==> src/sgas_pkg.sv <==
`default_nettype none

package sgas_pkg;

   localparam int SCORE_W = 23;
   localparam int LEN_W   = 17;
   localparam int COL_W   = 16;
   localparam int SYM_W   = 2;
   localparam int GAP_W   = 16;
   localparam int SUB_W   = 16;
   localparam int NUM_SYM = 4;
   localparam int REG_W   = 64;
   localparam int CSR_IDX_W = 3;

   typedef logic signed [SCORE_W-1:0] score_type;
   typedef logic [LEN_W-1:0]          len_type;
   typedef logic signed [GAP_W-1:0]   gap_type;
   typedef logic [NUM_SYM-1:0][REG_W-1:0] sub_table_type;

   localparam len_type LEN_MAX = {LEN_W{1'b1}};

   localparam logic [CSR_IDX_W-1:0] REG_GAP   = 3'd0;
   localparam logic [CSR_IDX_W-1:0] REG_SUB_A = 3'd1;
   localparam logic [CSR_IDX_W-1:0] REG_SUB_C = 3'd2;
   localparam logic [CSR_IDX_W-1:0] REG_SUB_G = 3'd3;
   localparam logic [CSR_IDX_W-1:0] REG_SUB_T = 3'd4;

   // request travelling down the row of cells
   typedef struct packed {
      logic                is_ref;
      logic                scored;
      logic                first;
      logic                last;
      logic                over;
      logic                wr;
      logic [SYM_W-1:0]    sym;
      logic [COL_W-1:0]    col;
      score_type           up_s;
      len_type             up_l;
      score_type           diag_s;
      len_type             diag_l;
      score_type           init_s;
      score_type           fin_s;
      len_type             fin_l;
      score_type           fin_init_s;
   } sgas_link_type;

   function automatic score_type sat_add(score_type a, logic signed [GAP_W-1:0] b);
      logic signed [SCORE_W:0] sum;
      sum = {a[SCORE_W-1], a} + {{(SCORE_W+1-GAP_W){b[GAP_W-1]}}, b};
      if (sum[SCORE_W] != sum[SCORE_W-1]) begin
         return sum[SCORE_W] ? {1'b1, {(SCORE_W-1){1'b0}}} : {1'b0, {(SCORE_W-1){1'b1}}};
      end
      return sum[SCORE_W-1:0];
   endfunction

   function automatic len_type inc_len(len_type a);
      if (a == LEN_MAX) begin
         return LEN_MAX;
      end
      return a + len_type'(1);
   endfunction

endpackage

`default_nettype wire

==> src/sgas_tail.sv <==
`default_nettype none

module sgas_tail
   import sgas_pkg::*;
#(
   parameter int MAX_QUERY = 64
) (
   input  wire logic                 clock,
   input  wire logic                 reset,
   input  wire logic                 advance,
   input  wire logic                 in_vld,
   input  wire sgas_link_type        in_link,
   input  wire logic [$clog2(MAX_QUERY + 1)-1:0] in_qlen,
   input  wire logic                 rsp_tready,
   output logic                      rsp_tvalid,
   output logic [55:0]               rsp_tdata,
   output logic                      rsp_tuser
);

   localparam int QLW = $clog2(MAX_QUERY + 1);

   score_type           best_s_ff;
   len_type             best_l_ff;
   logic [COL_W-1:0]    best_c_ff;
   score_type           best_s_in;
   len_type             best_l_in;
   logic [COL_W-1:0]    best_c_in;
   logic                rsp_valid_ff;
   logic                rsp_valid_in;
   logic [55:0]         rsp_data_ff;
   logic                rsp_over_ff;
   logic                take;
   logic                emit;

   always_comb begin
      take = advance && in_vld && in_link.is_ref;
      emit = take && in_link.last;
      if (in_link.first) begin
         best_s_in = in_link.fin_init_s;
         best_l_in = len_type'(in_qlen);
         best_c_in = COL_W'(1);
      end else begin
         best_s_in = best_s_ff;
         best_l_in = best_l_ff;
         best_c_in = best_c_ff;
      end
      if (in_link.scored && ($signed(in_link.fin_s) > $signed(best_s_in))) begin
         best_s_in = in_link.fin_s;
         best_l_in = in_link.fin_l;
         best_c_in = in_link.col;
      end
      if (emit) begin
         rsp_valid_in = 1'b1;
      end else if (rsp_tready) begin
         rsp_valid_in = 1'b0;
      end else begin
         rsp_valid_in = rsp_valid_ff;
      end
   end

   always_ff @(posedge clock) begin
      if (reset) begin
         rsp_valid_ff <= 1'b0;
      end else begin
         rsp_valid_ff <= rsp_valid_in;
      end
   end

   always_ff @(posedge clock) begin
      if (take) begin
         best_s_ff <= best_s_in;
         best_l_ff <= best_l_in;
         best_c_ff <= best_c_in;
      end
      if (emit) begin
         rsp_data_ff <= {best_c_in, best_l_in, best_s_in};
         rsp_over_ff <= in_link.over;
      end
   end

   assign rsp_tvalid = rsp_valid_ff;
   assign rsp_tdata  = rsp_data_ff;
   assign rsp_tuser  = rsp_over_ff;

endmodule

`default_nettype wire

==> config.mk <==
export PLATFORM = sky130hd
export DESIGN_NAME = sgas_tail
export DESIGN_NICKNAME = d
export VERILOG_FILES = /design/src/sgas_pkg.sv /design/src/sgas_tail.sv
export SDC_FILE = /design/constraint.sdc
export NUM_CORES = 1
export LEC_CHECK = 0
export BUFFER_PORTS_ARGS = -buffer_cell sky130_fd_sc_hd__buf_4
export CAP_MARGIN = 20
export CORE_MARGIN = 2
export CORE_UTILIZATION = 46
export CTS_BUF_LIST = sky130_fd_sc_hd__clkbuf_8 sky130_fd_sc_hd__clkbuf_16
export DETAILED_ROUTE_END_ITERATION = 6
export PLACE_DENSITY = 0.8
export SYNTH_ARGS = -nofsm -noshare
export SYNTH_HDL_FRONTEND = slang
export SYNTH_SLANG_ARGS = --single-unit
export TNS_END_PERCENT = 5
==> constraint.sdc <==
create_clock -name clock -period 4.6 [get_ports clock]
set_input_delay 0.46 -clock clock [delete_from_list [all_inputs] [get_ports clock]]
set_output_delay 0.46 -clock clock [all_outputs]
set_load 0.005 [all_outputs]
==> results of run 1 <==
-- cell type report --
type	count	area share (%)
multi-input cells	177	23.6
inverters	25	1.31
flip-flops and latches	114	47.5
clock inverters	15	2.11
well taps	143	2.49
clock buffers	17	5.92
repair buffers	160	17.1
-- sequential cells by signal, summed over array words and instances, names as in the netlist --
signal / flops
rsp_tdata: 56
best_s_ff: 23
best_l_ff: 17
best_c_ff: 16
rsp_tuser: 1
rsp_tvalid: 1
-- metrics by stage --
stage	std cells	setup slack (ns)	instance area, um2	hold slack, ns
floorplan	328	0.780	5260	0.480
global placement	619	0.762	6600	0.473
detailed placement	619	0.701	6600	0.492
CTS	651	1.13	7180	0.196
global route	651	0.998	7180	0.202
finish	651	1.11	7180	0.211
-- path summary, 6_finish.rpt --
check	from	end	slack (ns)	cells after the start
setup reg to reg	best_s_ff[8]	rsp_tdata[47]	1.43	9
setup / recovery	in_link[187]	rsp_tdata[47]	1.11	10
hold reg to reg	rsp_tvalid	rsp_tvalid	0.50	2
hold / removal	reset	rsp_tvalid	0.21	2
-- where the power goes --
group | switching, mW | internal (mW) | leakage (nW)
clock | 0.438 | 0.836 | 0.289
combinational | 0.161 | 0.187 | 1.68
sequential | 0.00772 | 1.20 | 1.05
total | 0.607 | 2.23 | 3.02
-- worst max-delay path, cell delays in order --
cell and delay (ns):
buf_4 0.45, mux2i_1 0.41, ha_1 0.31, a21oi_1 0.18
o21ai_0 0.10, o311a_1 0.35, nor4_2 0.29, mux2i_4 0.37
buf_12 0.28, mux2_2 0.39
-- placed cells by master (no fill, tap or decap) --
cell and instances:
dfxtp_1 1, and2_2 1, nand3_1 3, clkinv_2 3, bufinv_16 3, ha_1 23
a21oi_1 11, and3_2 1, nor4_2 2, o311a_1 1, o211ai_1 1, a21o_1 3
mux2i_4 1, mux2_4 17, nand3b_1 2, nor2b_1 25, o21ai_0 3, a22o_1 1
clkinv_4 1, mux2i_1 45, nor3_1 1, buf_12 2, nand2_1 5, edfxtp_1 113
inv_1 28, clkinv_1 3, clkinvlp_4 2, nor2_1 3, mux2_2 24, nand4_1 4
clkbuf_16 17, buf_4 158
-- kinds of logic after synthesis --
family / share of synthesized area [%]
DFF: 64.9
muxes: 18.7
and+or+nand+nor: 5.40
buffers and inverters: 3.23
adders and majority gates: 5.47
AOI/OAI and AO/OA: 2.26
-- layer usage --
layer | vias to the layer above | wire, um
met4 | 0 | 134
met1 | 1617 | 4740
li1 | 1573 | -
met2 | 103 | 5980
met3 | 10 | 633
met5 | - | 0
==> results.py, run 1 <==
metrics = {
    "worst_setup_path": {
        "criticalPathCategory": "input pin to flip-flop",
        "critPathMaxFanout": 32,
        "cp-start-kind": "input pin",
        "required_ns": 4.74,
        "critPathCaptureType": "flip-flop",
        "arrival_ns": 3.63,
    },
    "floorplanning": {
        "dieWidth_um": 111,
        "die_h_um": 111,
        "row_count": 39,
        "die-area_um2": 12300,
        "boundaryPins": 260,
        "start_util_pct": 46.7,
        "core-area_um2": 11300,
    },
    "route": {
        "drc": 0,
        "vias_per_cell": 5.07,
        "drtPass1Iterations": 4,
        "vias": 3303,
        "drt_iter0_drc": 120,
        "wirelength_mm": 11.5,
        "wire_per_inst_um": 17.6,
        "ant_nets": 0,
    },
    "pwr": {
        "finalPower_mw": 2.83,
        "p_leak_nw": 3.02,
        "power-per-cell-area_nw_per_um2": 395,
        "max-vdd-ir-drop_mv": 0.203,
    },
    "yosys": {
        "synth_most_common_cell": "edfxtp_1",
        "ys_types": 28,
        "synth_edf_count": 113,
        "ys_seq_area_share_pct": 64.9,
        "netlist_area_um2": 5260,
        "yosysTopAreaCellShare_pct": 64.5,
        "synth-seq-cells": 114,
        "ys_async_sr_fraction_pct": 0,
        "synth_area_per_cell_um2": 16.0,
        "synthTopCellsByCount": "edfxtp_1, mux2i_1, inv_1, nor2b_1, mux2_2",
        "syn-instance-count": 328,
        "yosys_warnings": 0,
        "synth_ff_type": "edfxtp_1",
        "synth_area_leaders": "edfxtp_1, mux2i_1, ha_1",
        "yosys.area.top_type": "edfxtp_1",
        "synth_fp_nets": 553,
    },
    "grt": {
        "overflow": 0,
        "grt_pass1_wl_mm": 18.0,
        "use_met1_pct": 22.7,
        "grt_max_degree": 59,
        "grtUsageTotal_pct": 18.9,
        "grt_use_met3_pct": 4.70,
        "grt_pass1_vias": 3490,
        "busiest_layer": "met2",
        "use_met2_pct": 33.2,
        "grt_antenna_before_repair": 0,
    },
    "clocking": {
        "post_cts_buffers": 0,
        "clock_latency_ns": 0.40,
        "root_buffer": "clkbuf_16",
        "tritoncts": "yes",
        "h-tree-depth": 4,
        "clk_pin_slew_ns": 0.05,
        "cts_hold_buf": 0,
        "post_cts_resize_count": 0,
        "cts_buffers": 17,
        "clock-sinks": 114,
        "clockBufferDepth": 2,
    },
    "run_status": {
        "status": "finished, final reports clean",
    },
    "place": {
        "gp_congestion": 0.782,
        "hpwl_mm": 7.78,
        "portBuffers": 153,
    },
    "timing": {
        "worst_pin_slew_ns": 0.828,
        "tns_ns": 0,
        "min_period_ns": 3.49,
        "max_slew_margin_pct": 44.8,
        "drv_slew": 0,
        "fmax_mhz": 287,
        "setup_viol": 0,
        "hold_viol_final": 0,
        "fin_crit_sh_pct": 75.8,
        "skew_ns": 0.00725,
        "grt_setup_unrepaired": "no",
    },
    "hold_path": {
        "hold_path.class": "input pin to flip-flop",
    },
    "cells_and_area": {
        "diodes": 0,
        "syn_to_final_growth_pct": 36.5,
        "fillCellCount": 839,
        "utilization_pct": 63.7,
        "seqCellArea_um2": 3410,
        "final_layout_size_suffix_gt1_share_pct": 45.7,
        "multi_input_area_um2": 1690,
        "nNetsFinal": 720,
    },
    "job": {
        "drv_cap": 0,
    },
}
Power figures use the tool's default switching activity.
==> run 2, diff against run 1 <==
--- a/config.mk
+++ b/config.mk
@@ -5,10 +5,11 @@
 export SDC_FILE = /design/constraint.sdc
 export NUM_CORES = 1
 export LEC_CHECK = 0
+export ABC_AREA = 1
 export BUFFER_PORTS_ARGS = -buffer_cell sky130_fd_sc_hd__buf_4
 export CAP_MARGIN = 20
 export CORE_MARGIN = 2
-export CORE_UTILIZATION = 46
+export CORE_UTILIZATION = 47
 export CTS_BUF_LIST = sky130_fd_sc_hd__clkbuf_8 sky130_fd_sc_hd__clkbuf_16
 export DETAILED_ROUTE_END_ITERATION = 6
 export PLACE_DENSITY = 0.8
==> constraint.sdc (replaced) <==
create_clock -name clock -period 3.6 [get_ports clock]
set_input_delay 0.36 -clock clock [delete_from_list [all_inputs] [get_ports clock]]
set_output_delay 0.36 -clock clock [all_outputs]
set_load 0.005 [all_outputs]
==> results.py, run 2 <==
metrics = {
    "pwr": {
        "p_leak_nw": 3.44,
        "max-vdd-ir-drop_mv": 0.185,
        "power-per-cell-area_nw_per_um2": 476,
    },
    "worst_setup_path": {
        "cp_common_cell": "nand2_1",
        "r2r_setup_slack_ns": 0.66,
        "critPathTopFamily": "simple AND/OR/NAND/NOR gates",
        "cp-start-kind": "input pin",
        "arrival_ns": 3.17,
        "slowest_delay_ns": 0.73,
        "path_buf_inv": 4,
        "required_ns": 3.73,
        "crit_slowest_cell": "a21boi_4",
        "critPathCaptureType": "flip-flop",
        "critPathMaxFanout": 40,
        "r2r_cells": 11,
        "r2r_start": "best_s_ff[14]",
        "worstReg2RegEnd": "rsp_tdata[10]",
        "crit_chain": "buf_4 > inv_1 > buf_4 > or2_2 > o21ai_0 > ha_1 > nand2_1 > nor2_1 > nand4_1 > nor2_1 > a21boi_4 > nand3_2 > buf_12 > nand2_1 > nand2_1",
        "criticalPathCategory": "input pin to flip-flop",
    },
    "timing": {
        "tns_ns": 0,
        "drv_slew": 0,
        "fmax_mhz": 329,
        "hold_viol_final": 0,
        "finalWorstSetupSlack_ns": 0.564,
        "setup_viol": 0,
        "grt_setup_unrepaired": "no",
        "min_period_ns": 3.04,
        "skew_ns": 0.0108,
        "fin_crit_sh_pct": 84.3,
        "worst_pin_slew_ns": 0.928,
        "max_slew_margin_pct": 38.0,
    },
    "floorplanning": {
        "core-area_um2": 11900,
        "start_util_pct": 47.5,
        "die_h_um": 114,
        "dieWidth_um": 114,
        "boundaryPins": 260,
        "die-area_um2": 12900,
        "row_count": 40,
    },
    "yosys": {
        "synth_fp_nets": 788,
        "ys_seq_area_share_pct": 60.5,
        "synth_ff_type": "edfxtp_1",
        "ys_types": 22,
        "yosys.area.top_type": "edfxtp_1",
        "synth_most_common_cell": "nand2_1",
        "yosys_warnings": 0,
        "yosysTopAreaCellShare_pct": 60.2,
        "synth-seq-cells": 114,
        "synthTopCellsByCount": "nand2_1, edfxtp_1, inv_1",
        "synth_edf_count": 113,
        "synth_area_per_cell_um2": 10.0,
        "netlist_area_um2": 5640,
        "ys_async_sr_fraction_pct": 0,
        "synth_area_leaders": "edfxtp_1, nand2_1, nand4_1",
        "syn-instance-count": 563,
    },
    "clocking": {
        "post_cts_resize_count": 0,
        "clockBufferDepth": 2,
        "cts_hold_buf": 0,
        "h-tree-depth": 4,
        "clock_latency_ns": 0.40,
        "post_cts_buffers": 0,
        "cts_buffers": 17,
        "clk_pin_slew_ns": 0.05,
        "tritoncts": "yes",
        "clock-sinks": 114,
        "root_buffer": "clkbuf_16",
    },
    "cells_and_area": {
        "largest_reg_flops": 56,
        "final_common_cell": "nand2_1",
        "final_layout_size_suffix_gt1_share_pct": 30.0,
        "final_cell_mix": "nand2_1, buf_4, edfxtp_1",
        "syn_to_final_growth_pct": 31.6,
        "diodes": 0,
        "nNetsFinal": 939,
        "fillCellCount": 992,
    },
    "grt": {
        "grt_pass1_vias": 4699,
        "grt_antenna_before_repair": 0,
        "grt_pass1_wl_mm": 22.8,
        "overflow": 0,
        "grt_max_degree": 57,
        "grtUsageTotal_pct": 23.0,
    },
    "route": {
        "drtPass1Iterations": 5,
        "wirelength_mm": 14.5,
        "vias_per_cell": 5.25,
        "ant_nets": 0,
        "drt_iter0_drc": 341,
        "drc": 0,
        "vias": 4566,
        "wire_per_inst_um": 16.7,
    },
    "hold_path": {
        "hold_depth": 2,
        "min_from": "reset",
        "hold_path.class": "input pin to flip-flop",
        "min_to": "rsp_tvalid",
    },
    "place": {
        "gp_congestion": 0.817,
        "dp_slack_ns": 0.195,
        "portBuffers": 153,
        "hpwl_mm": 9.15,
    },
    "job": {
        "drv_cap": 0,
    },
    "run_status": {
        "status": "finished, final reports clean",
    },
}
==> run 2: changes by cell type after synthesis, sizes merged, moves of 25 or more <==
cell   before  now
mux2i      46    0
mux2       41    0
nor2b      25    0
nand2       5  175
nand4       4   59
inv        25   66
nor2        3   33
==> run 2: cell families after synthesis <==
group           Yosys count  share of synthesized area, %
simple gates            295                          23.7
flops                   114                          60.5
compound gates           32                          3.00
fa+ha+maj                23                          5.10
buf+inv                  99                          7.70
==> run 2: routing by layer <==
metal | global-route usage [%] | wire length (um)
met5 | 0 | 0
met4 | 9.76 | 263
met3 | 4.25 | 1050
met2 | 39.6 | 7230
met1 | 28.7 | 5970
==> run 2: layout make-up <==
class,instances,area [um2],share of cell area (%)
sequential,114,3410,46.0
multi-input combinational,350,1810,24.4
timing repair buffer,165,1260,17.0
clock buffer,17,425,5.73
inverter,66,248,3.34
tap,147,184,2.48
clock inverter,11,76.3,1.03
==> run 2: metrics by stage <==
| stage | cells | utilization (%) | instance area [um2] | total power, mW | hold slack [ns] |
|---|---|---|---|---|---|
| 6_report | 870 | 62.5 | 7420 | 3.53 | 0.113 |
| 5_1_grt | 870 | 62.5 | 7420 | 3.68 | 0.0986 |
| 4_1_cts | 870 | 62.5 | 7420 | 3.56 | 0.0958 |
| 3_5_place_dp | 842 | 58.3 | 6920 | 2.09 | 0.464 |
| 3_3_place_gp | 842 | 58.3 | 6920 | 2.07 | 0.449 |
| 2_1_floorplan | 563 | - | 5640 | 1.89 | 0.429 |
==> run 2: where the power goes <==
| part | switching (mW) | leakage [nW] | internal, mW |
|---|---|---|---|
| Clock | 0.548 | 0.251 | 0.912 |
| Combinational | 0.312 | 2.14 | 0.204 |
| Sequential | 0.0114 | 1.05 | 1.55 |
| Total | 0.872 | 3.44 | 2.66 |
==> run 2: worst reg2reg max path, stage by stage, from the launching register on <==
cell and delay (ns):
edfxtp_1 0.36, o21ai_0 0.27, ha_1 0.31, nand2_1 0.10, nor2_1 0.08, nand4_1 0.07, nor2_1 0.07, a21boi_4 0.74
nand3_2 0.23, buf_12 0.24, nand2_1 0.10, nand2_1 0.09
==> run 2: worst max-delay path by stage <==
stage,cells past startpoint,to,from,slack (ns)
6_report,15,rsp_tdata[10],in_link[187],0.56
5_1_grt,15,rsp_tdata[11],in_link[187],0.42
4_1_cts,15,rsp_tdata[35],in_link[187],0.60
3_5_place_dp,15,rsp_tdata[10],in_link[187],0.19
3_3_place_gp,15,rsp_tdata[11],in_link[187],0.24
2_1_floorplan,3,rsp_tdata[0],in_link[189],0.05
