==> config.mk <==
export PLATFORM = sky130hd
export DESIGN_NAME = sgas_cell
export DESIGN_NICKNAME = d
export VERILOG_FILES = /design/src/sgas_pkg.sv /design/src/sgas_cell.sv
export SDC_FILE = /design/constraint.sdc
export NUM_CORES = 1
export LEC_CHECK = 0
export BUFFER_PORTS_ARGS = -buffer_cell sky130_fd_sc_hd__buf_2
export CORE_AREA = 2 2 264 266
export DETAILED_ROUTE_END_ITERATION = 12
export DIE_AREA = 0 0 266 268
export GPL_TIMING_DRIVEN = 0
export HOLD_SLACK_MARGIN = 0.1
export PLACE_DENSITY_LB_ADDON = 0.1
export REMOVE_ABC_BUFFERS = 1
export SLEW_MARGIN = 20
export SYNTH_ARGS = -nofsm -noshare
export SYNTH_HDL_FRONTEND = slang
export SYNTH_SLANG_ARGS = --single-unit
==> constraint.sdc <==
create_clock -name clock -period 12.7 [get_ports clock]
set_clock_uncertainty 0.2 [all_clocks]
set_input_delay 0 -clock clock [delete_from_list [all_inputs] [get_ports clock]]
set_output_delay 0 -clock clock [all_outputs]
set_load 0.02 [all_outputs]
==> src/sgas_pkg.sv <==
`default_nettype none

package sgas_pkg;

   localparam int SCORE_W = 23;
   localparam int LEN_W   = 17;
   localparam int COL_W   = 16;
   localparam int SYM_W   = 2;
   localparam int GAP_W   = 16;
   localparam int SUB_W   = 16;
   localparam int NUM_SYM = 4;
   localparam int REG_W   = 64;
   localparam int CSR_IDX_W = 3;

   typedef logic signed [SCORE_W-1:0] score_type;
   typedef logic [LEN_W-1:0]          len_type;
   typedef logic signed [GAP_W-1:0]   gap_type;
   typedef logic [NUM_SYM-1:0][REG_W-1:0] sub_table_type;

   localparam len_type LEN_MAX = {LEN_W{1'b1}};

   localparam logic [CSR_IDX_W-1:0] REG_GAP   = 3'd0;
   localparam logic [CSR_IDX_W-1:0] REG_SUB_A = 3'd1;
   localparam logic [CSR_IDX_W-1:0] REG_SUB_C = 3'd2;
   localparam logic [CSR_IDX_W-1:0] REG_SUB_G = 3'd3;
   localparam logic [CSR_IDX_W-1:0] REG_SUB_T = 3'd4;

   // request travelling down the row of cells
   typedef struct packed {
      logic                is_ref;
      logic                scored;
      logic                first;
      logic                last;
      logic                over;
      logic                wr;
      logic [SYM_W-1:0]    sym;
      logic [COL_W-1:0]    col;
      score_type           up_s;
      len_type             up_l;
      score_type           diag_s;
      len_type             diag_l;
      score_type           init_s;
      score_type           fin_s;
      len_type             fin_l;
      score_type           fin_init_s;
   } sgas_link_type;

   function automatic score_type sat_add(score_type a, logic signed [GAP_W-1:0] b);
      logic signed [SCORE_W:0] sum;
      sum = {a[SCORE_W-1], a} + {{(SCORE_W+1-GAP_W){b[GAP_W-1]}}, b};
      if (sum[SCORE_W] != sum[SCORE_W-1]) begin
         return sum[SCORE_W] ? {1'b1, {(SCORE_W-1){1'b0}}} : {1'b0, {(SCORE_W-1){1'b1}}};
      end
      return sum[SCORE_W-1:0];
   endfunction

   function automatic len_type inc_len(len_type a);
      if (a == LEN_MAX) begin
         return LEN_MAX;
      end
      return a + len_type'(1);
   endfunction

endpackage

`default_nettype wire

==> src/sgas_cell.sv <==
`default_nettype none

module sgas_cell
   import sgas_pkg::*;
#(
   parameter int ROW       = 1,
   parameter int MAX_QUERY = 64
) (
   input  wire logic                 clock,
   input  wire logic                 reset,
   input  wire logic                 advance,
   input  wire gap_type              gap,
   input  wire sub_table_type        sub,
   input  wire logic                 in_vld,
   input  wire sgas_link_type        in_link,
   input  wire logic [((MAX_QUERY > 1) ? $clog2(MAX_QUERY) : 1)-1:0] in_widx,
   input  wire logic [$clog2(MAX_QUERY + 1)-1:0] in_qlen,
   output logic                      out_vld,
   output sgas_link_type             out_link,
   output logic [((MAX_QUERY > 1) ? $clog2(MAX_QUERY) : 1)-1:0] out_widx,
   output logic [$clog2(MAX_QUERY + 1)-1:0] out_qlen
);

   localparam int QIW = (MAX_QUERY > 1) ? $clog2(MAX_QUERY) : 1;
   localparam int QLW = $clog2(MAX_QUERY + 1);

   logic                out_vld_ff;
   sgas_link_type       out_link_ff;
   sgas_link_type       out_link_in;
   logic [QIW-1:0]      out_widx_ff;
   logic [QLW-1:0]      out_qlen_ff;
   logic [SYM_W-1:0]    q_ff;
   score_type           s_ff;
   len_type             l_ff;

   score_type           init_s;
   score_type           left_s;
   len_type             left_l;
   logic [REG_W-1:0]    sub_word;
   logic signed [SUB_W-1:0] sub_val;
   score_type           d_s;
   score_type           h_s;
   score_type           v_s;
   score_type           new_s;
   len_type             new_l;
   logic                do_load;
   logic                do_score;

   always_comb begin
      init_s   = sat_add(in_link.init_s, gap);
      left_s   = in_link.first ? init_s : s_ff;
      left_l   = in_link.first ? len_type'(ROW) : l_ff;
      sub_word = sub[in_link.sym];
      sub_val  = sub_word[{q_ff, 4'b0000} +: SUB_W];
      d_s      = sat_add(in_link.diag_s, sub_val);
      h_s      = sat_add(left_s, gap);
      v_s      = sat_add(in_link.up_s, gap);
      new_s    = d_s;
      new_l    = inc_len(in_link.diag_l);
      if ($signed(h_s) > $signed(new_s)) begin
         new_s = h_s;
         new_l = inc_len(left_l);
      end
      if ($signed(v_s) > $signed(new_s)) begin
         new_s = v_s;
         new_l = inc_len(in_link.up_l);
      end
      do_load  = in_vld && !in_link.is_ref && in_link.wr && (in_widx == QIW'(ROW - 1));
      do_score = in_vld && in_link.is_ref && in_link.scored;

      out_link_in        = in_link;
      out_link_in.up_s   = new_s;
      out_link_in.up_l   = new_l;
      out_link_in.diag_s = left_s;
      out_link_in.diag_l = left_l;
      out_link_in.init_s = init_s;
      if (in_qlen == QLW'(ROW)) begin
         out_link_in.fin_s      = new_s;
         out_link_in.fin_l      = new_l;
         out_link_in.fin_init_s = init_s;
      end
   end

   always_ff @(posedge clock) begin
      if (reset) begin
         out_vld_ff <= 1'b0;
      end else if (advance) begin
         out_vld_ff <= in_vld;
      end
   end

   always_ff @(posedge clock) begin
      if (advance) begin
         out_link_ff <= out_link_in;
         out_widx_ff <= in_widx;
         out_qlen_ff <= in_qlen;
         if (do_load) begin
            q_ff <= in_link.sym;
         end
         if (do_score) begin
            s_ff <= new_s;
            l_ff <= new_l;
         end
      end
   end

   assign out_vld  = out_vld_ff;
   assign out_link = out_link_ff;
   assign out_widx = out_widx_ff;
   assign out_qlen = out_qlen_ff;

endmodule

`default_nettype wire

==> results of run 1 <==
-- cells by family (layout without fill, tap and decap cells) --
| logic type | Yosys count | count (layout) | synth area share [%] |
|---|---|---|---|
| AOI/OAI and AO/OA | 487 | 487 | 16.8 |
| xor gates and xnor gates | 106 | 106 | 4.91 |
| adders and majority gates | 152 | 152 | 10.1 |
| buffers and inverters | 140 | 1134 | 2.98 |
| DFF | 246 | 246 | 38.7 |
| muxes | 150 | 150 | 13.5 |
| other | 0 | 23 | 0 |
| and+or+nand+nor | 503 | 505 | 13.0 |
-- worst min path at each step --
stage               slack (ns)  cells past startpoint         start       endpoint
global route              0.12                      2  in_link[182]        q_ff[0]
floorplan                -0.13                      1         reset        out_vld
CTS                       0.10                      5   in_link[66]  out_link[107]
detailed placement       -0.03                      2         reset        out_vld
global placement         -0.04                      2         reset        out_vld
finish                    0.12                      4   in_link[20]   out_link[20]
-- state kept, by name, indices dropped and copies added, names as in the netlist --
| signal | count |
|---|---|
| out_link | 190 |
| s_ff | 23 |
| l_ff | 17 |
| out_qlen | 7 |
| out_widx | 6 |
| q_ff | 2 |
| out_vld | 1 |
-- power by group through the flow --
| stage | Sequential, mW | Combinational, mW | Clock (mW) |
|---|---|---|---|
| 2_1_floorplan | 1.49 | 2.03 | 0 |
| 3_3_place_gp | 1.33 | 3.52 | 0 |
| 3_5_place_dp | 1.33 | 3.65 | 0 |
| 4_1_cts | 1.31 | 4.05 | 1.02 |
| 5_1_grt | 1.32 | 4.38 | 1.04 |
| 6_report | 1.31 | 4.07 | 0.991 |
-- final cells by class --
cell class / count / area (um2)
multi-input cells: 1400 / 11300
clock buffers: 39 / 815
fillers: 6841 / 40200
diodes: 23 / 57.6
well taps: 882 / 1100
repair buffers: 1017 / 6880
inverters: 61 / 231
clock inverters: 17 / 327
flip-flops and latches: 246 / 7380
-- critical path: cells and delay by family --
family                   cells  cell delay [ns]
buffers and inverters        9             2.25
AND/OR/NAND/NOR             11             2.28
adder cells (fa/ha/maj)      5             1.72
AO/OA/AOI/OAI               22             5.00
multiplexers                 2             0.68
XOR/XNOR                     1             0.18
-- routing by layer --
layer | vias up | global-route usage (%)
li1 | 8898 | -
met1 | 9178 | 27.0
met2 | 577 | 44.8
met3 | 175 | 3.51
met4 | 18 | 11.5
met5 | - | 0
-- metrics by stage --
step / area [um2] / instances / setup TNS (ns) / setup WS [ns] / total power, mW
detailed placement: 23500 / 3281 / -294.28 / -3.27 / 4.97
global route: 28000 / 3674 / -0.00588 / -0.00588 / 6.75
CTS: 27800 / 3650 / 0 / 0.0305 / 6.37
global placement: 23200 / 3269 / -750.95 / -7.80 / 4.85
finish: 28100 / 3685 / 0 / 0.682 / 6.37
floorplan: 18700 / 1705 / -23.80 / -0.815 / 3.52
-- layout by cell type, fill, tap and decap left out, drive strengths merged, types with 7 or more instances in the layout --
cell / n
diode: 23
nand2: 134
a211o: 7
a21o: 46
o31ai: 13
nor2b: 28
edfxtp: 245
a21oi: 159
and2: 17
nand4: 27
a31o: 8
nor2: 120
mux4: 80
xor2: 48
o21a: 11
o211a: 8
clkbuf: 39
nand2b: 18
a211oi: 22
nand3b: 7
xnor2: 58
a21boi: 9
buf: 707
inv: 62
mux2: 44
and3: 25
or2: 10
nor3: 30
bufinv: 8
nand3: 56
nor3b: 7
a31oi: 19
ha: 145
o21ai: 103
dlygate4sd3: 310
o211ai: 25
mux2i: 26
-- repair_timing --
item / in CTS / in global routing
buffers inserted: 2 / 11
cloned: 1 / 1
gates resized for setup: 18 / 13
pin swaps: 2 / 4
setup endpoints to repair: 120 / 120
hold buffers: 310 / 0
hold endpoints to repair: 357 / 0
==> impl_summary.txt, run 1 <==
----------------------------------------------------
[STA]
  Worst hold slack ... 0.122 ns
  Final number of hold-violating endpoints ... 0
  Worst Max-Slew Pin Slew ... 0.906 ns
  Rel. slew slack ... 39.6%
  Part of the cycle the worst path needs ... 94.6%
  Total count of max-transition violations in the final report ... 0
  Final setup violation count ... 0
  Maximum achievable frequency ... 83.2 MHz
  Period minus WS final ... 12.02 ns

[Floorplanning]
  Number of rows in the core area ... 96
  Number of primary I/O pins ... 683
  Die outline width ... 266 um
  Core area ... 68200 um2
  Area of the die ... 71300 um2
  Height of the die ... 268 um
  Initial standard-cell utilization of the core ... 27.9%

[Clock tree]
  Longest Clk Path Bufs ... 3
  H-tree Lvls ... 1
  Root buffer cell ... clkbuf_16
  Clock insertion delay at the later pin of the skew report ... 0.60 ns
  TritonCTS clock tree ... yes
  Worst-path clk slew ... 0.06 ns
  Total CTS buffers ... 30
  Clock sink total ... 246

[Yosys]
  Most frequent cell after synthesis ... edfxtp_1
  Number of distinct library cell variants in the gate-level netlist after synthesis ... 89
  Post-synthesis cell type with the largest combined area ... edfxtp_1
  Syn Std Cell Area ... 19100 um2
  Post-synthesis instance total ... 1784
  Sequential area share after synthesis ... 38.7%
  Fraction of post-synthesis cell area in the top cell type by area ... 38.6%
  Mean Syn Cell Area ... 10.7 um2
  Post-synthesis sequential element count ... 246
  Async SR Flop Fraction ... 0%
  Primary flip-flop cell chosen by synthesis mapping ... edfxtp_1
  Most frequent cells after synthesis ... edfxtp_1, a21oi_1, ha_1, nand2_1, nor2_1
  Synth warn ... 0
  Number of synthesized flops with an enable pin ... 245
  Top cells by area in the synthesized netlist ... edfxtp_1, ha_1, mux4_2, a21oi_1, nand2_1

[Run status]
  Outcome ... completed

[Layout]
  Fraction of the core area covered by cells at the end of the flow ... 41.1%
  Share of cells above drive strength 1 ... 34.1%
  Area growth from synthesis to final layout ... 47.2%
  Total Nets Final ... 3384

[Drt]
  Wl on met1 ... 34.2 mm
  Starting DRC count in detailed routing ... 997
  Routed wire per std cell ... 24.3 um
  Via/cell ratio ... 5.11
  # DRC ... 0
  Total number of vias ... 18800
  Top layer reached by signal wires ... met5
  Total met3 wirelength after detailed routing ... 3.93 mm
  Metal2 WL ... 46.8 mm
  Router iterations before antenna repair ... 5
  Total Routed Length ... 89.6 mm
  Antenna-violating nets left ... 0

[Power and ir drop]
  Power density over the cells ... 227 nW/um2
  Switching component of the power ... 2.96 mW
  Largest voltage drop on the vdd net ... 0.174 mV
  Clock share of power ... 15.6%
  Leak pwr ... 12.0 nW
  Power Internal ... 3.40 mW
  Proportion of total power due to net switching ... 46.6%
  Part of the power in combinational logic ... 63.9%
  Sequential power share ... 20.6%

[Min path]
  Tightest Hold Check Type ... primary input to flip-flop

[Critical path]
  Worst stage delay on the critical path ... 0.55 ns
  Worst reg-to-reg path cell count ... 42
  Beginning of the critical path ... in_link[79]
  Arrival time reported for the critical path endpoint ... 12.17 ns
  Endpoint of the worst setup timing path ... out_link[32]
  Crit path launch type ... primary input
  Most repeated library cell on the critical path ... a21oi_1
  Startpoint of the worst register-to-register path ... q_ff[0]
  Max stage delay cell, worst path ... dlygate4sd3_1
  Startpoint-to-endpoint class of the critical path ... primary input to flip-flop
  Endpoint type of the worst setup path ... flip-flop
  Data required time of the critical path ... 12.85 ns
  Worst-path maximum fanout ... 27
  Setup slack of the most critical reg-to-reg path ... 0.98 ns
  Capture point of the worst reg-to-reg path ... out_link[32]

[Placed design]
  Placer congestion estimate ... 0.983
  DP Wirelength ... 72.7 mm
  Number of port buffers ... 682

[Global routing]
  Global-route wire length before repair ... 127 mm
  Antenna violations before repair ... 45
  Global route overflow ... 0
  Pin count of the biggest net entering global routing ... 75
  Vias in the first global route ... 19100
  Global router's overall resource usage ... 24.1%

[Job]
  Max-Cap Viols ... 0

----------------------------------------------------
(Power assumes the default switching activity.)
==> run 2, diff against run 1 <==
--- a/config.mk
+++ b/config.mk
@@ -12,7 +12,6 @@
 export GPL_TIMING_DRIVEN = 0
 export HOLD_SLACK_MARGIN = 0.1
 export PLACE_DENSITY_LB_ADDON = 0.1
-export REMOVE_ABC_BUFFERS = 1
 export SLEW_MARGIN = 20
 export SYNTH_ARGS = -nofsm -noshare
 export SYNTH_HDL_FRONTEND = slang
==> impl_summary.txt, run 2 (synthesized netlist as in run 1, its figures left out) <==
----------------------------------------------------
[Min path]
  Tightest Hold Check Type ... primary input to flip-flop (unchanged)

[Drt]
  Router iterations before antenna repair ... 7 (was 5)
  Total Routed Length ... 94.6 mm (was 89.6 mm)
  Total number of vias ... 19100 (was 18800)
  Via/cell ratio ... 5.15 (was 5.11)
  Total met3 wirelength after detailed routing ... 4.77 mm (was 3.93 mm)
  Top layer reached by signal wires ... met5 (unchanged)
  Metal2 WL ... 49.1 mm (was 46.8 mm)
  Wl on met1 ... 37.8 mm (was 34.2 mm)
  Antenna-violating nets left ... 0 (unchanged)
  Routed wire per std cell ... 25.5 um (was 24.3 um)
  Starting DRC count in detailed routing ... 1353 (was 997)
  # DRC ... 0 (unchanged)

[STA]
  Setup slack of the critical path after layout ... 0.674 ns (was 0.682 ns)
  Total count of max-transition violations in the final report ... 0 (unchanged)
  Worst Max-Slew Pin Slew ... 1.03 ns (was 0.906 ns)
  Worst hold slack ... 0.0884 ns (was 0.122 ns)
  Total negative slack for setup checks ... 0 ns (unchanged)
  Period minus WS final ... 12.03 ns (was 12.02 ns)
  Maximum achievable frequency ... 83.2 MHz (about the same)
  Rel. slew slack ... 31.3% (was 39.6%)
  Part of the cycle the worst path needs ... 94.7% (was 94.6%)
  Final setup violation count ... 0 (unchanged)
  Final number of hold-violating endpoints ... 0 (unchanged)
  Unrepaired setup endpoints after global routing ... false

[Power and ir drop]
  Power Internal ... 3.19 mW (was 3.40 mW)
  Largest voltage drop on the vdd net ... 0.230 mV (was 0.174 mV)
  Leak pwr ... 12.0 nW (about the same)
  Power density over the cells ... 230 nW/um2 (was 227 nW/um2)
  Clock share of power ... 13.5% (was 15.6%)
  Part of the power in combinational logic ... 66.1% (was 63.9%)
  Proportion of total power due to net switching ... 50.2% (was 46.6%)
  Switching component of the power ... 3.22 mW (was 2.96 mW)
  Sequential power share ... 20.4% (was 20.6%)

[Yosys]
  Post-Syn Nets ... 2412

[Job]
  Max-Cap Viols ... 0 (unchanged)

[Layout]
  Flip-flop count of the largest register, all copies and words added ... 190 (unchanged)
  Total Nets Final ... 3432 (was 3384)
  Fin area ... 27900 um2 (was 28100 um2)
  Number of standard cells in the layout, taps in and fillers out ... 3712 (was 3685)
  Area growth from synthesis to final layout ... 46.2% (was 47.2%)
  Commonest cells after routing, fill and taps aside ... buf_2, dlygate4sd3_1, edfxtp_1 (unchanged)
  Share of cells above drive strength 1 ... 34.2% (was 34.1%)
  Most frequent standard cell in the layout excluding fill and tap cells ... buf_2 (unchanged)

[Global routing]
  Global route overflow ... 0 (unchanged)
  Global-route wire length before repair ... 132 mm (was 127 mm)
  Vias in the first global route ... 19600 (was 19100)
  Pin count of the biggest net entering global routing ... 103 (was 75)
  Global router's overall resource usage ... 25.4% (was 24.1%)
  Antenna violations before repair ... 8 (was 45)

[Critical path]
  Max stage delay cell, worst path ... dlygate4sd3_1 (unchanged)
  Endpoint type of the worst setup path ... flip-flop (unchanged)
  Arrival time reported for the critical path endpoint ... 12.16 ns (was 12.17 ns)
  Data required time of the critical path ... 12.83 ns (was 12.85 ns)
  Startpoint-to-endpoint class of the critical path ... primary input to flip-flop (unchanged)
  Worst stage delay on the critical path ... 0.60 ns (was 0.55 ns)
  WP buf/inv ... 15 (was 9)
  Family of cells with the greatest summed delay on the critical path ... compound AO/OA/AOI/OAI gates (unchanged)
  Crit path launch type ... primary input (unchanged)
  Worst-path maximum fanout ... 10 (was 27)

[Clock tree]
  Clock insertion delay at the later pin of the skew report ... 0.59 ns (was 0.60 ns)
  Clock sink total ... 246 (unchanged)
  H-tree Lvls ... 1 (unchanged)
  Longest Clk Path Bufs ... 3 (unchanged)
  Worst-path clk slew ... 0.06 ns (about the same)
  Root buffer cell ... clkbuf_16 (unchanged)
  TritonCTS clock tree ... yes (unchanged)
  Total CTS buffers ... 31 (was 30)

[Floorplanning]
  Height of the die ... 268 um (unchanged)
  Die outline width ... 266 um (unchanged)
  Number of rows in the core area ... 96 (unchanged)
  Core area ... 68200 um2 (unchanged)
  Initial standard-cell utilization of the core ... 27.9% (unchanged)
  Area of the die ... 71300 um2 (unchanged)
  Number of primary I/O pins ... 683 (unchanged)

[Run status]
  Outcome ... completed (unchanged)

[Placed design]
  Post-Place Cell Area ... 23700 um2 (was 23500 um2)
  Number of placed instances with taps included ... 3351 (was 3281)
  Number of port buffers ... 682 (unchanged)
  DP Wirelength ... 78.4 mm (was 72.7 mm)
  Worst Setup Slack post-DPL ... -2.65 ns (was -3.27 ns)
  Placer congestion estimate ... 0.946 (was 0.983)

----------------------------------------------------
[run 2: cell types whose count changed in the layout (fill, tap and decap cells not counted), moves of 4 or more]
cell,before,now
mux2i_2,0,4
clkbuf_1,6,44
buf_1,0,5
buf_2,677,694
dlygate4sd3_1,310,292
diode_2,23,2
clkinv_1,0,6
bufinv_16,8,2
clkbuf_2,0,13
mux2i_1,26,22
o21ai_1,20,24
[run 2: path summary, 6_finish.rpt]
kind / startpoint / endpoint / slack (ns) / cells after the start
worst min-delay path: in_link[83] / out_link[83] / 0.09 / 5
worst min register to register: l_ff[0] / out_link[86] / 0.41 / 1
worst max-delay path: in_link[66] / out_link[128] / 0.67 / 52
worst max register to register: q_ff[0] / out_link[128] / 1.04 / 41
[run 2: area by class of cell]
| type | instances | area (um2) |
|---|---|---|
| Antenna cell | 2 | 5.00 |
| Buffer | 78 | 364 |
| Clock buffer | 38 | 802 |
| Clock inverter | 19 | 173 |
| Fill cell | 6862 | 40400 |
| Inverter | 61 | 229 |
| Multi-Input combinational cell | 1398 | 11300 |
| Sequential cell | 246 | 7380 |
| Tap cell | 882 | 1100 |
| Timing Repair Buffer | 988 | 6510 |
[run 2: metal layers]
layer | track usage [%] | up-vias
met2 | 47.7 | 649
met1 | 30.0 | 9380
li1 | - | 8962
met3 | 3.48 | 107
met5 | 0 | -
met4 | 7.15 | 4
[run 2: power groups by stage]
stage	Clock (mW)	Sequential, mW	Combinational, mW
final	0.865	1.31	4.24
after global routing	0.914	1.33	4.53
after CTS	0.884	1.31	4.10
after detailed placement	0	1.33	3.87
after global placement	0	1.33	3.85
after floorplan	0	1.49	2.11
[run 2: tightest hold or removal path, delay by kind of cell]
family / cells / cell delay, ns
buffers and inverters: 2 / 0.16
AOI/OAI and AO/OA: 1 / 0.18
adders and majority gates: 1 / 0.23
xor gates and xnor gates: 1 / 0.21
[run 2: repair_timing]
item,CTS,global route
pin swaps,2,5
endpoints found under the setup margin,120,120
buffers inserted,3,8
resized for setup,26,43
endpoints found under the hold margin,390,0
hold buffers,292,0
[run 2: metrics by stage]
stage          total power [mW]  utilization, %
6_report                   6.41            40.8
5_1_grt                    6.77            40.8
4_1_cts                    6.30            40.6
3_5_place_dp               5.19            34.7
3_3_place_gp               5.17            34.5
2_1_floorplan              3.59               -
